==> config.mk <==
export PLATFORM = sky130hd
export DESIGN_NAME = sorted_alarm_timer_queue
export DESIGN_NICKNAME = d
export VERILOG_FILES = /design/src/rtl/satq_pkg.sv /design/src/rtl/satq_cell.sv /design/src/rtl/sorted_alarm_timer_queue.sv
export SDC_FILE = /design/constraint.sdc
export NUM_CORES = 2
export LEC_CHECK = 0
export BUFFER_PORTS_ARGS = -buffer_cell sky130_fd_sc_hd__buf_2
export CORE_ASPECT_RATIO = 0.75
export CORE_MARGIN = 3
export CORE_UTILIZATION = 30
export CTS_CLUSTER_DIAMETER = 150
export CTS_CLUSTER_SIZE = 28
export DETAILED_ROUTE_END_ITERATION = 12
export GPL_ROUTABILITY_DRIVEN = 1
export PLACE_DENSITY = 0.55
export SLEW_MARGIN = 20
export SYNTH_ARGS = -nofsm -noshare
export SYNTH_HDL_FRONTEND = slang
export SYNTH_SLANG_ARGS = --single-unit
==> constraint.sdc <==
create_clock -name clk_i -period 11.4 [get_ports clk_i]
set_clock_uncertainty 0.1 [all_clocks]
set_input_delay 1.14 -clock clk_i [delete_from_list [all_inputs] [get_ports clk_i]]
set_output_delay 1.14 -clock clk_i [all_outputs]
set_load 0.005 [all_outputs]
==> src/rtl/satq_pkg.sv <==
// Package for the sorted alarm timer queue.
// Holds the entry payload type, the cell command type and the controller states.
// No dependencies.
package satq_pkg;

  localparam int unsigned FIELD_BITS = 16;

  // Payload carried by one queue entry next to its deadline.
  typedef struct packed {
    logic [FIELD_BITS-1:0] delay;
    logic [FIELD_BITS-1:0] tag;
  } payload_t;

  // Command broadcast to every cell of the chain in the same cycle.
  typedef struct packed {
    logic ins;  // place the new entry in sorted position
    logic pop;  // remove the head, everything moves one cell toward the head
  } cell_cmd_t;

  typedef enum logic {
    ST_IDLE,
    ST_DRAIN
  } satq_state_e;

  // Result kinds reported on the output.
  localparam logic KIND_EXPIRED = 1'b0;
  localparam logic KIND_DROPPED = 1'b1;

  // Input operation codes.
  localparam logic OP_TICK   = 1'b0;
  localparam logic OP_INSERT = 1'b1;

endpackage

==> src/rtl/satq_cell.sv <==
// One cell of the sorted timer queue chain: a valid bit, a deadline and a payload.
// Depends on satq_pkg for the payload and command types.
module satq_cell #(
  parameter int unsigned TIME_BITS = 32
) (
  input  logic                 clk_i,
  input  logic                 rst_ni,
  input  satq_pkg::cell_cmd_t  cmd_i,
  input  logic [TIME_BITS-1:0] new_deadline_i,
  input  satq_pkg::payload_t   new_payload_i,
  input  logic                 left_valid_i,
  input  logic                 left_keep_i,
  input  logic [TIME_BITS-1:0] left_deadline_i,
  input  satq_pkg::payload_t   left_payload_i,
  input  logic                 right_valid_i,
  input  logic [TIME_BITS-1:0] right_deadline_i,
  input  satq_pkg::payload_t   right_payload_i,
  output logic                 valid_o,
  output logic                 keep_o,
  output logic [TIME_BITS-1:0] deadline_o,
  output satq_pkg::payload_t   payload_o
);
  import satq_pkg::*;

  logic                 valid_q, valid_d;
  logic [TIME_BITS-1:0] deadline_q, deadline_d;
  payload_t             payload_q, payload_d;

  // An entry stays in place when it is strictly earlier than the new one.
  assign keep_o = valid_q && (deadline_q < new_deadline_i);

  always_comb begin
    valid_d    = valid_q;
    deadline_d = deadline_q;
    payload_d  = payload_q;
    if (cmd_i.ins && !keep_o) begin
      if (left_keep_i) begin
        valid_d    = 1'b1;
        deadline_d = new_deadline_i;
        payload_d  = new_payload_i;
      end else begin
        valid_d    = left_valid_i;
        deadline_d = left_deadline_i;
        payload_d  = left_payload_i;
      end
    end else if (cmd_i.pop) begin
      valid_d    = right_valid_i;
      deadline_d = right_deadline_i;
      payload_d  = right_payload_i;
    end
  end

  always_ff @(posedge clk_i or negedge rst_ni) begin
    if (!rst_ni) begin
      valid_q <= 1'b0;
    end else begin
      valid_q <= valid_d;
    end
  end

  always_ff @(posedge clk_i) begin
    deadline_q <= deadline_d;
    payload_q  <= payload_d;
  end

  assign valid_o    = valid_q;
  assign deadline_o = deadline_q;
  assign payload_o  = payload_q;

endmodule

==> src/rtl/sorted_alarm_timer_queue.sv <==
// Top level of the sorted alarm timer queue: time counter, drain controller,
// result register and the chain of satq_cell instances.
// Depends on satq_pkg and satq_cell.
//
// The queue keeps up to QUEUE_DEPTH pending alarms sorted by deadline in a row
// of cells, the head in cell 0. An item is taken when start is high while busy
// is low. A tick advances the saturating time counter by one; an insert places
// the alarm at time plus delay, ahead of every entry with an equal or later
// deadline, in the cycle of the transfer, with every later entry moving one
// cell in the same cycle. After the transfer the block is busy and checks the
// head once per cycle: each expired head is removed, the whole chain moving
// one cell toward the head, and reported. No new item is taken until the drain
// finds no further expired head. Results come from a register in the cycle
// after the step that produced them, each on result_valid_o for exactly one
// cycle; the receiver cannot stall and must take every transfer. The last
// result of an item carries last_in_run_o and may appear in the cycle in which
// the next item is already taken. An insert into a full queue is dropped and
// reported with report_kind_o high; it is then the only result.
module sorted_alarm_timer_queue #(
  parameter int unsigned QUEUE_DEPTH = 16,
  parameter int unsigned TIME_BITS   = 32
) (
  input  logic        clk_i,
  input  logic        rst_ni,
  input  logic        start,
  output logic        busy,
  input  logic        opcode_i,
  input  logic [15:0] delay_ticks_i,
  input  logic [15:0] alarm_tag_i,
  output logic        result_valid_o,
  output logic [15:0] fired_delay_o,
  output logic [15:0] fired_tag_o,
  output logic        report_kind_o,
  output logic        last_in_run_o
);
  import satq_pkg::*;

  satq_state_e          state_q, state_d;
  logic [TIME_BITS-1:0] time_q, time_d;

  logic                 strobe_q, strobe_d;
  payload_t             out_pay_q, out_pay_d;
  logic                 kind_q, kind_d;
  logic                 last_q, last_d;

  logic                   accept;
  logic                   full;
  logic [TIME_BITS:0]     dl_sum;
  logic [TIME_BITS-1:0]   new_deadline;
  payload_t               new_payload;
  cell_cmd_t              cmd;
  logic                   head_exp;
  logic                   next_exp;

  logic [QUEUE_DEPTH-1:0] cell_valid;
  logic [QUEUE_DEPTH-1:0] cell_keep;
  logic [TIME_BITS-1:0]   cell_dl  [QUEUE_DEPTH];
  payload_t               cell_pay [QUEUE_DEPTH];

  assign accept = start && (state_q == ST_IDLE);
  assign busy   = (state_q == ST_DRAIN);
  assign full   = cell_valid[QUEUE_DEPTH-1];

  // Saturating deadline: time plus delay, clamped at the top of the time range.
  assign dl_sum       = {1'b0, time_q} + (TIME_BITS+1)'(delay_ticks_i);
  assign new_deadline = dl_sum[TIME_BITS] ? {TIME_BITS{1'b1}} : dl_sum[TIME_BITS-1:0];
  assign new_payload  = '{delay: delay_ticks_i, tag: alarm_tag_i};

  // Only the two front cells are compared against the time: the head decides
  // whether to pop, the second cell whether this pop ends the run.
  assign head_exp = cell_valid[0] && (cell_dl[0] <= time_q);
  assign next_exp = cell_valid[1] && (cell_dl[1] <= time_q);

  always_comb begin
    state_d   = state_q;
    time_d    = time_q;
    strobe_d  = 1'b0;
    out_pay_d = out_pay_q;
    kind_d    = kind_q;
    last_d    = last_q;
    cmd       = '{ins: 1'b0, pop: 1'b0};
    unique case (state_q)
      ST_IDLE: begin
        if (accept) begin
          state_d = ST_DRAIN;
          if (opcode_i == OP_TICK) begin
            if (time_q != {TIME_BITS{1'b1}}) begin
              time_d = time_q + TIME_BITS'(1);
            end
          end else if (full) begin
            // A full queue holds no expired entry, so the drop stands alone.
            strobe_d  = 1'b1;
            out_pay_d = new_payload;
            kind_d    = KIND_DROPPED;
            last_d    = 1'b1;
          end else begin
            cmd.ins = 1'b1;
          end
        end
      end
      ST_DRAIN: begin
        if (head_exp) begin
          cmd.pop   = 1'b1;
          strobe_d  = 1'b1;
          out_pay_d = cell_pay[0];
          kind_d    = KIND_EXPIRED;
          last_d    = !next_exp;
          if (!next_exp) begin
            state_d = ST_IDLE;
          end
        end else begin
          state_d = ST_IDLE;
        end
      end
      default: state_d = ST_IDLE;
    endcase
  end

  always_ff @(posedge clk_i or negedge rst_ni) begin
    if (!rst_ni) begin
      state_q  <= ST_IDLE;
      time_q   <= '0;
      strobe_q <= 1'b0;
    end else begin
      state_q  <= state_d;
      time_q   <= time_d;
      strobe_q <= strobe_d;
    end
  end

  always_ff @(posedge clk_i) begin
    out_pay_q <= out_pay_d;
    kind_q    <= kind_d;
    last_q    <= last_d;
  end

  assign result_valid_o = strobe_q;
  assign fired_delay_o  = out_pay_q.delay;
  assign fired_tag_o    = out_pay_q.tag;
  assign report_kind_o  = kind_q;
  assign last_in_run_o  = last_q;

  // The chain. Cell 0 sees a left neighbor that always keeps, so it takes the
  // new entry whenever its own entry does not stay; the last cell sees an
  // empty right neighbor, so a pop empties it.
  for (genvar i = 0; i < QUEUE_DEPTH; i++) begin : g_cell
    logic                 l_valid;
    logic                 l_keep;
    logic [TIME_BITS-1:0] l_dl;
    payload_t             l_pay;
    logic                 r_valid;
    logic [TIME_BITS-1:0] r_dl;
    payload_t             r_pay;

    if (i == 0) begin : g_first
      assign l_valid = 1'b0;
      assign l_keep  = 1'b1;
      assign l_dl    = cell_dl[i];
      assign l_pay   = cell_pay[i];
    end else begin : g_inner_l
      assign l_valid = cell_valid[i-1];
      assign l_keep  = cell_keep[i-1];
      assign l_dl    = cell_dl[i-1];
      assign l_pay   = cell_pay[i-1];
    end

    if (i == QUEUE_DEPTH-1) begin : g_last
      assign r_valid = 1'b0;
      assign r_dl    = cell_dl[i];
      assign r_pay   = cell_pay[i];
    end else begin : g_inner_r
      assign r_valid = cell_valid[i+1];
      assign r_dl    = cell_dl[i+1];
      assign r_pay   = cell_pay[i+1];
    end

    satq_cell #(
      .TIME_BITS(TIME_BITS)
    ) u_cell (
      .clk_i           (clk_i),
      .rst_ni          (rst_ni),
      .cmd_i           (cmd),
      .new_deadline_i  (new_deadline),
      .new_payload_i   (new_payload),
      .left_valid_i    (l_valid),
      .left_keep_i     (l_keep),
      .left_deadline_i (l_dl),
      .left_payload_i  (l_pay),
      .right_valid_i   (r_valid),
      .right_deadline_i(r_dl),
      .right_payload_i (r_pay),
      .valid_o         (cell_valid[i]),
      .keep_o          (cell_keep[i]),
      .deadline_o      (cell_dl[i]),
      .payload_o       (cell_pay[i])
    );
  end

  // Occupied cells always form an unbroken run starting at the head.
  a_valid_prefix: assert property (@(posedge clk_i) disable iff (!rst_ni)
    (cell_valid & (cell_valid + QUEUE_DEPTH'(1))) == '0)
    else $error("queue cells are not a contiguous run from the head");

  // The two front entries are in deadline order.
  a_head_sorted: assert property (@(posedge clk_i) disable iff (!rst_ni)
    cell_valid[1] |-> (cell_dl[0] <= cell_dl[1]))
    else $error("head entries out of deadline order");

  // A dropped insert is always the single and final result of its item; this checks that it is marked last.
  a_drop_last: assert property (@(posedge clk_i) disable iff (!rst_ni)
    (result_valid_o && report_kind_o == KIND_DROPPED) |-> last_in_run_o)
    else $error("dropped insert report not marked last");

  // Every accepted item is followed by at least one drain check.
  a_accept_drains: assert property (@(posedge clk_i) disable iff (!rst_ni)
    (start && !busy) |=> busy)
    else $error("accepted item did not enter the drain step");

  // A result that does not close its run comes while the drain is still running.
  a_pop_only_busy: assert property (@(posedge clk_i) disable iff (!rst_ni)
    (result_valid_o && !last_in_run_o) |-> busy)
    else $error("non-final result while controller idle");

endmodule

== After elaboration in Yosys (flattened, before gate mapping) ==
Index checks and enable logic that the tools add are counted.
W data, S select, Z words.
Operators by class
  div/mod/pow operators: 0
  muxes and demuxes: 164
  order comparisons: 18
  eq/ne operators: 5
  bitwise gates (word level): 2
  $add $sub $neg: 2
  multiply operators: 0
  reductions and logical operators: 70
  shift operators: 0
Operator list (count)
  $mux W32: 95
  $lt A32 B32 Y1: 16
  $le A32 B32 Y1: 2
  $mux W1: 64
  $pmux W32 S2: 1
  $logic_and A1 B1 Y1: 35
  $add A32 B16 Y33: 1
  $add A32 B1 Y32 const B: 1
  $ne A32 B32 Y1 const B: 1
  $reduce_bool A2 Y1: 16
  $logic_not A1 Y1: 17
  $pmux W1 S2: 4
  $reduce_and A4 Y1: 2
  $ne A2 B1 Y1 const B: 2
  $ne A2 B2 Y1 const B: 2
  $not A1 Y1: 2
Storage, ports and cells
  bits in latches: 0
  memories: 0
  RAM bits: 0
  ROM bits: 0
  output and inout port bits: 36
  register bits: 1108
  input bits: 36

== Depth between registers and ports, before layout ==
  word-level depth: 7
  mapped depth: 27
  gate-level depth less buffers: 22

== Hierarchy ==
A second synthesis with hierarchy kept.
Unflattened totals
  cell total of the unflattened synthesis: 5768
  area total of the unflattened synthesis: 74629.1 µm²
Modules (own cells, without submodules)
  satq_cell: sequential area each 1946.9 µm², times used 16, cells an instance 321, area an instance 4294.1 µm²
  sorted_alarm_timer_queue: sequential area each 1871.8 µm², times used 1, cells an instance 632, area an instance 5923.2 µm²

== Worst setup path after synthesis ==
OpenSTA, ideal clock, no wires.
  path kind: input-to-reg
  start: input port delay_ticks_i[0]
  end: register g_cell[8].u_cell.deadline_q[0], enable pin
  setup slack: 3.310 ns
  path buffers: 4
  required time: 10.607 ns
  stages: 23
  setup time: 0.693 ns
  data arrival time: 7.296 ns
  path through: ha_1 -> fa_1 -> a211oi_2 -> o211ai_1 -> nand3_1 -> nand2_1 -> nand2_1 -> clkbuf_1 -> nand2_1 -> clkbuf_1 -> inv_1 -> ha_1 -> a21o_1 -> a21o_1 -> a221o_1 -> a211o_1 -> a2111oi_0 -> or4b_1 -> o2111ai_2 -> or2b_1 -> buf_4 -> buf_6 -> nand2_1
On the way
  longest elaborated chain between the ends: 7
RTL lines
  from (decl): RTL line sorted_alarm_timer_queue.sv:28  | input logic [15:0] delay_ticks_i,
  $add A32 B16 Y33: RTL line sorted_alarm_timer_queue.sv:65  | assign dl_sum = {1'b0, time_q} + (TIME_BITS+1)'(delay_ticks_i);
  $mux W32: RTL line sorted_alarm_timer_queue.sv:66  | assign new_deadline = dl_sum[TIME_BITS] ? {TIME_BITS{1'b1}} : dl_sum[TIME_BITS-1:0];
  $lt A32 B32 Y1: RTL line satq_cell.sv:30  | assign keep_o = valid_q && (deadline_q < new_deadline_i);
  $logic_and A1 B1 Y1: RTL line satq_cell.sv:30
  $logic_not A1 Y1: RTL line satq_cell.sv:36  | if (cmd_i.ins && !keep_o) begin
  $logic_and A1 B1 Y1: RTL line satq_cell.sv:36
  $reduce_bool A2 Y1 (no source line)
  to (signal assigned): RTL line satq_cell.sv:62  | deadline_q <= deadline_d;
  to (decl): RTL line satq_cell.sv:26  | logic [TIME_BITS-1:0] deadline_q, deadline_d;
No other way between the ends.
A chain may end at the register's enable or synchronous reset.

== Worst setup path after layout ==
  start: input port delay_ticks_i[0]
  end: register g_cell[8].u_cell.valid_q
On the way
  longest elaborated chain between the ends: 7
  elaborated cells between the ends (all ways): 11
  those cells by class: add/sub: 1; order compare: 2; mux: 3; reduce/logical: 5
RTL lines
  $add A32 B16 Y33 *: RTL line sorted_alarm_timer_queue.sv:65
  $mux W32 *: RTL line sorted_alarm_timer_queue.sv:66
  $lt A32 B32 Y1: RTL line satq_cell.sv:30
  $logic_and A1 B1 Y1: RTL line satq_cell.sv:30
  $logic_not A1 Y1: RTL line satq_cell.sv:36
  $logic_and A1 B1 Y1: RTL line satq_cell.sv:36
  $mux W1 or $reduce_bool A2 Y1 (tied branches)
  to (signal assigned): RTL line satq_cell.sv:57  | valid_q <= valid_d;
  to (decl): RTL line satq_cell.sv:25  | logic valid_q, valid_d;
Mark *: on every way between the ends. The rest lies on a longest branch, timed or not.

==> results by group <==
Synthesis
  – Area of the mapped netlist: about 68,000 µm²
  – Dominant cell type by area after synthesis: edfxtp_1
  – Synth unique cells: 87
  – Number of synthesized flops with an enable pin: 1,058
  – Top_reg_cell synth: edfxtp_1
  – Top cell type's share of synthesized area: 0.4657
  – Syn_nets: 6,883
  – Synth Area per Inst: 10.78 µm²
  – Yosys warnings: 0
  – Async SR Flop Fraction: 0.04513
  – Register area share after synthesis: 0.4840
  – Synth Instances: 6,330
  – Synth area leaders: edfxtp_1 47%, mux2i_1 10%, ha_1 9.5%, o21ai_0 6.7%, nand2_1 5.5%
  – Seq cells post-synth: 1,108

Timing
  – Fin. Hold Viols: 0
  – Setup Viol. Count Final: 0
  – Worst slew margin: 0.1355
  – Tmin final: 9.113 ns
  – F_max: 0.1097 GHz
  – Worst Tran Pin Value: 1.297 ns
  – Crit share post-route: 0.7994
  – RSZ-0062 raised after global routing: no
  – Final WS setup: 2.287 ns
  – Setup TNS: 0 ns
  – Slew Viols, Final: 0

Worst setup path
  – Critical setup path kind: input port to register
  – Worst R2R End: g_cell[8].u_cell.valid_o
  – CP arrival: about 9.6 ns
  – Reg2reg setup slack: 2.50 ns
  – FF-to-FF Start: time_q[0]
  – Crit end category: register
  – WP data required: between 10 and 15 ns
  – Crit path max fanout: 33
  – Worst r2r path cells: 20
  – Crit path launch type: input port

Worst hold path
  – Min-Delay Endpoint: time_q[26]
  – Worst hold path depth: 1
  – Hold WC Path Type: register to register
  – Hold Path Origin: time_q[26]

Drt
  – DR pass1 iterations: 6
  – Vias/cell: 5.793
  – Routed length per instance: 28.91 µm
  – Number of DRC markers in iteration 0: 6,691
  – DRC Markers: 0
  – DR vias: 53.05k
  – Final ANT Viol Nets: 0
  – Drt total wl: 264,800 µm

Pwr
  – Sequential Power Share: 0.429
  – Power after layout: 15.75 mW
  – Peak VDD IR: 0.1642 mV
  – Combinational share of power: 0.429
  – Leak: around 29 nW
  – Sw power: 6.675 mW
  – PD cells: 213.8 nW/µm²
  – Power share of the clock group: 0.142
  – Switching Share: 0.4238
  – Pint: 9.077 mW

Clocking
  – Root Buffer Master: clkbuf_16
  – Clock sink count: approximately 1.1k
  – H-tree depth: 2
  – Setup bufs post-CTS: 0
  – CTS Hold Bufs: 0
  – PostCTS Resize Cnt: 0
  – CTS buffer count: 46
  – CTS tree: built
  – Clock edge transition at the registers on the reported setup and hold paths: 0.14 ns
  – CTS max path bufs: 3
  – Skew-Pair Late Insertion Delay: 0.74 ns

GRT
  – Largest net degree at the start of global routing: 131
  – Overall routing resource usage: 0.2192
  – Global route total overflow: 0
  – Vias in the first global route: just over 50k
  – Antenna violations before repair: 20
  – First-pass GRT wire length: 374,300 µm

Placement
  – Gpl congestion: 0.9640
  – # port buffers: 71
  – Placed cells: 9,080
  – Worst Setup Slack post-DPL: 1.722 ns
  – HPWL after DPL: around 180,000 µm

Die
  – Initial Util: 0.3040
  – Die W: 556.7 µm
  – Total I/O pin count: 72
  – Full die area: 233,200 µm²
  – Die Y: 419 µm
  – Core box area: 224,500 µm²
  – Row cnt: 150

Finish
  – Non-Filler Instances: 9,158
  – Nets: 6,717
  – Share of cells above drive strength 1: 0.09864
  – Commonest non-fill, non-tap cell in the layout: edfxtp_1
  – Core Util, Final: 0.3282
  – Most frequent cells in the layout: 1,058 x edfxtp_1, 972 x nand2_1, 910 x o21ai_0
  – Synth-to-layout area growth: 7.972%

Job
  – Max_cap viols: 0

Status
  – Outcome: completed
## layer usage
layer	vias to the layer above	GRT usage	share of wire	wire [µm]
li1	23250	-	-	-
met1	26670	0.3241	0.45	118600
met2	2737	0.3113	0.40	107200
met3	387	0.05475	0.11	30330
met4	6	0.06600	0.033	8657
met5	-	0	0.00012	33
## synthesized netlist by cell type, types with 13 or more instances
cell type  count
mux2_2       226
nand2b_1      30
nand3_1       51
clkbuf_1     209
ha_1         516
a41oi_1       38
o21ai_0      913
o21a_1        21
nor2_1       203
nand2_1      992
buf_2        174
buf_1         24
o21ai_1       19
o31ai_1       13
a21oi_1      317
and3_1        20
buf_4         22
nor4_1        24
nor2b_1       26
inv_1         93
xnor2_1       44
and4_1        19
mux2_4        18
a21o_1       107
dfrtp_1       50
o211ai_1      24
a211oi_1      36
mux2i_1      708
nand4_1       94
nor3_1        36
edfxtp_1    1058
## stage by stage
| stage | cell area [µm²] | hold slack, ns |
|---|---|---|
| after CTS | 73630 | 0.4138 |
| after global routing | 73650 | 0.4308 |
| after detailed placement | 72270 | 0.3960 |
| final | 73670 | 0.4263 |
| after global placement | 72230 | 0.3844 |
| after floorplan | 68230 | 0.3664 |
## kinds of logic (layout without fill, tap and decap cells)
kind of cell               Yosys count  count (layout)  share of synthesized area
and+or+nand+nor                   1539            1539                    0.09723
muxes                              959             959                     0.1463
other                                0              10                          0
xor gates and xnor gates            52              52                   0.006675
buffers and inverters              538             392                    0.03527
AOI/OAI and AO/OA                 1617            1617                     0.1356
adders and majority gates          517             517                    0.09492
DFF                               1108            1108                     0.4840
## final cells by class
class                           count  area [µm²]
Sequential cell                  1108       33020
Multi-Input combinational cell   4684       33190
Fill cell                       22800      150800
Clock inverter                      4       70.07
Inverter                           95       364.1
Clock buffer                       64        1292
Tap cell                         2964        3709
Antenna cell                       10       25.02
Timing Repair Buffer              229        1992
## worst max path at each step
| stage | start | endpoint | slack (ns) | cells after the start |
|---|---|---|---|---|
| global placement | delay_ticks_i[0] | g_cell[14].u_cell.payload_o[0] | 1.63 | 21 |
| floorplan | delay_ticks_i[0] | g_cell[8].u_cell.deadline_o[0] | 3.31 | 23 |
| finish | delay_ticks_i[0] | g_cell[8].u_cell.valid_o | 2.29 | 21 |
| CTS | delay_ticks_i[0] | g_cell[5].u_cell.payload_o[24] | 2.46 | 21 |
| detailed placement | delay_ticks_i[0] | g_cell[5].u_cell.payload_o[17] | 1.72 | 21 |
| global route | delay_ticks_i[0] | g_cell[7].u_cell.deadline_o[20] | 2.09 | 21 |
## critical path, stage by stage
cell and delay [ns]:
buf_2 0.30, ha_1 0.27, fa_1 0.31, a211oi_2 0.12
o211ai_1 0.40, nand3_1 0.45, nand2_1 0.35, nand2_1 0.30
nand2_1 0.73, inv_1 0.66, ha_1 0.51, nand4_1 0.46
nor3_1 0.83, o21ai_0 0.21, a221oi_1 0.55, or4b_1 0.26
o2111ai_4 0.17, or2b_4 0.47, nand2_4 0.11, buf_4 0.63
o221ai_1 0.24
## state kept, by name (all words and copies together), names as in the netlist, 16 cells and up
register and count:
g_cell.u_cell.payload_o 512, g_cell.u_cell.deadline_o 512, g_cell.u_cell.valid_o 16, fired_tag_o 16, fired_delay_o 16, time_q 32
## power groups by stage
stage	Combinational, mW	Sequential, mW	Clock (mW)
global placement	6.46	6.80	0
finish	6.76	6.75	2.24
global route	7.26	6.83	2.39
detailed placement	6.60	6.80	0
floorplan	4.19	6.48	0
CTS	6.62	6.72	2.29
No activity file was read; power rests on OpenSTA's default activity.
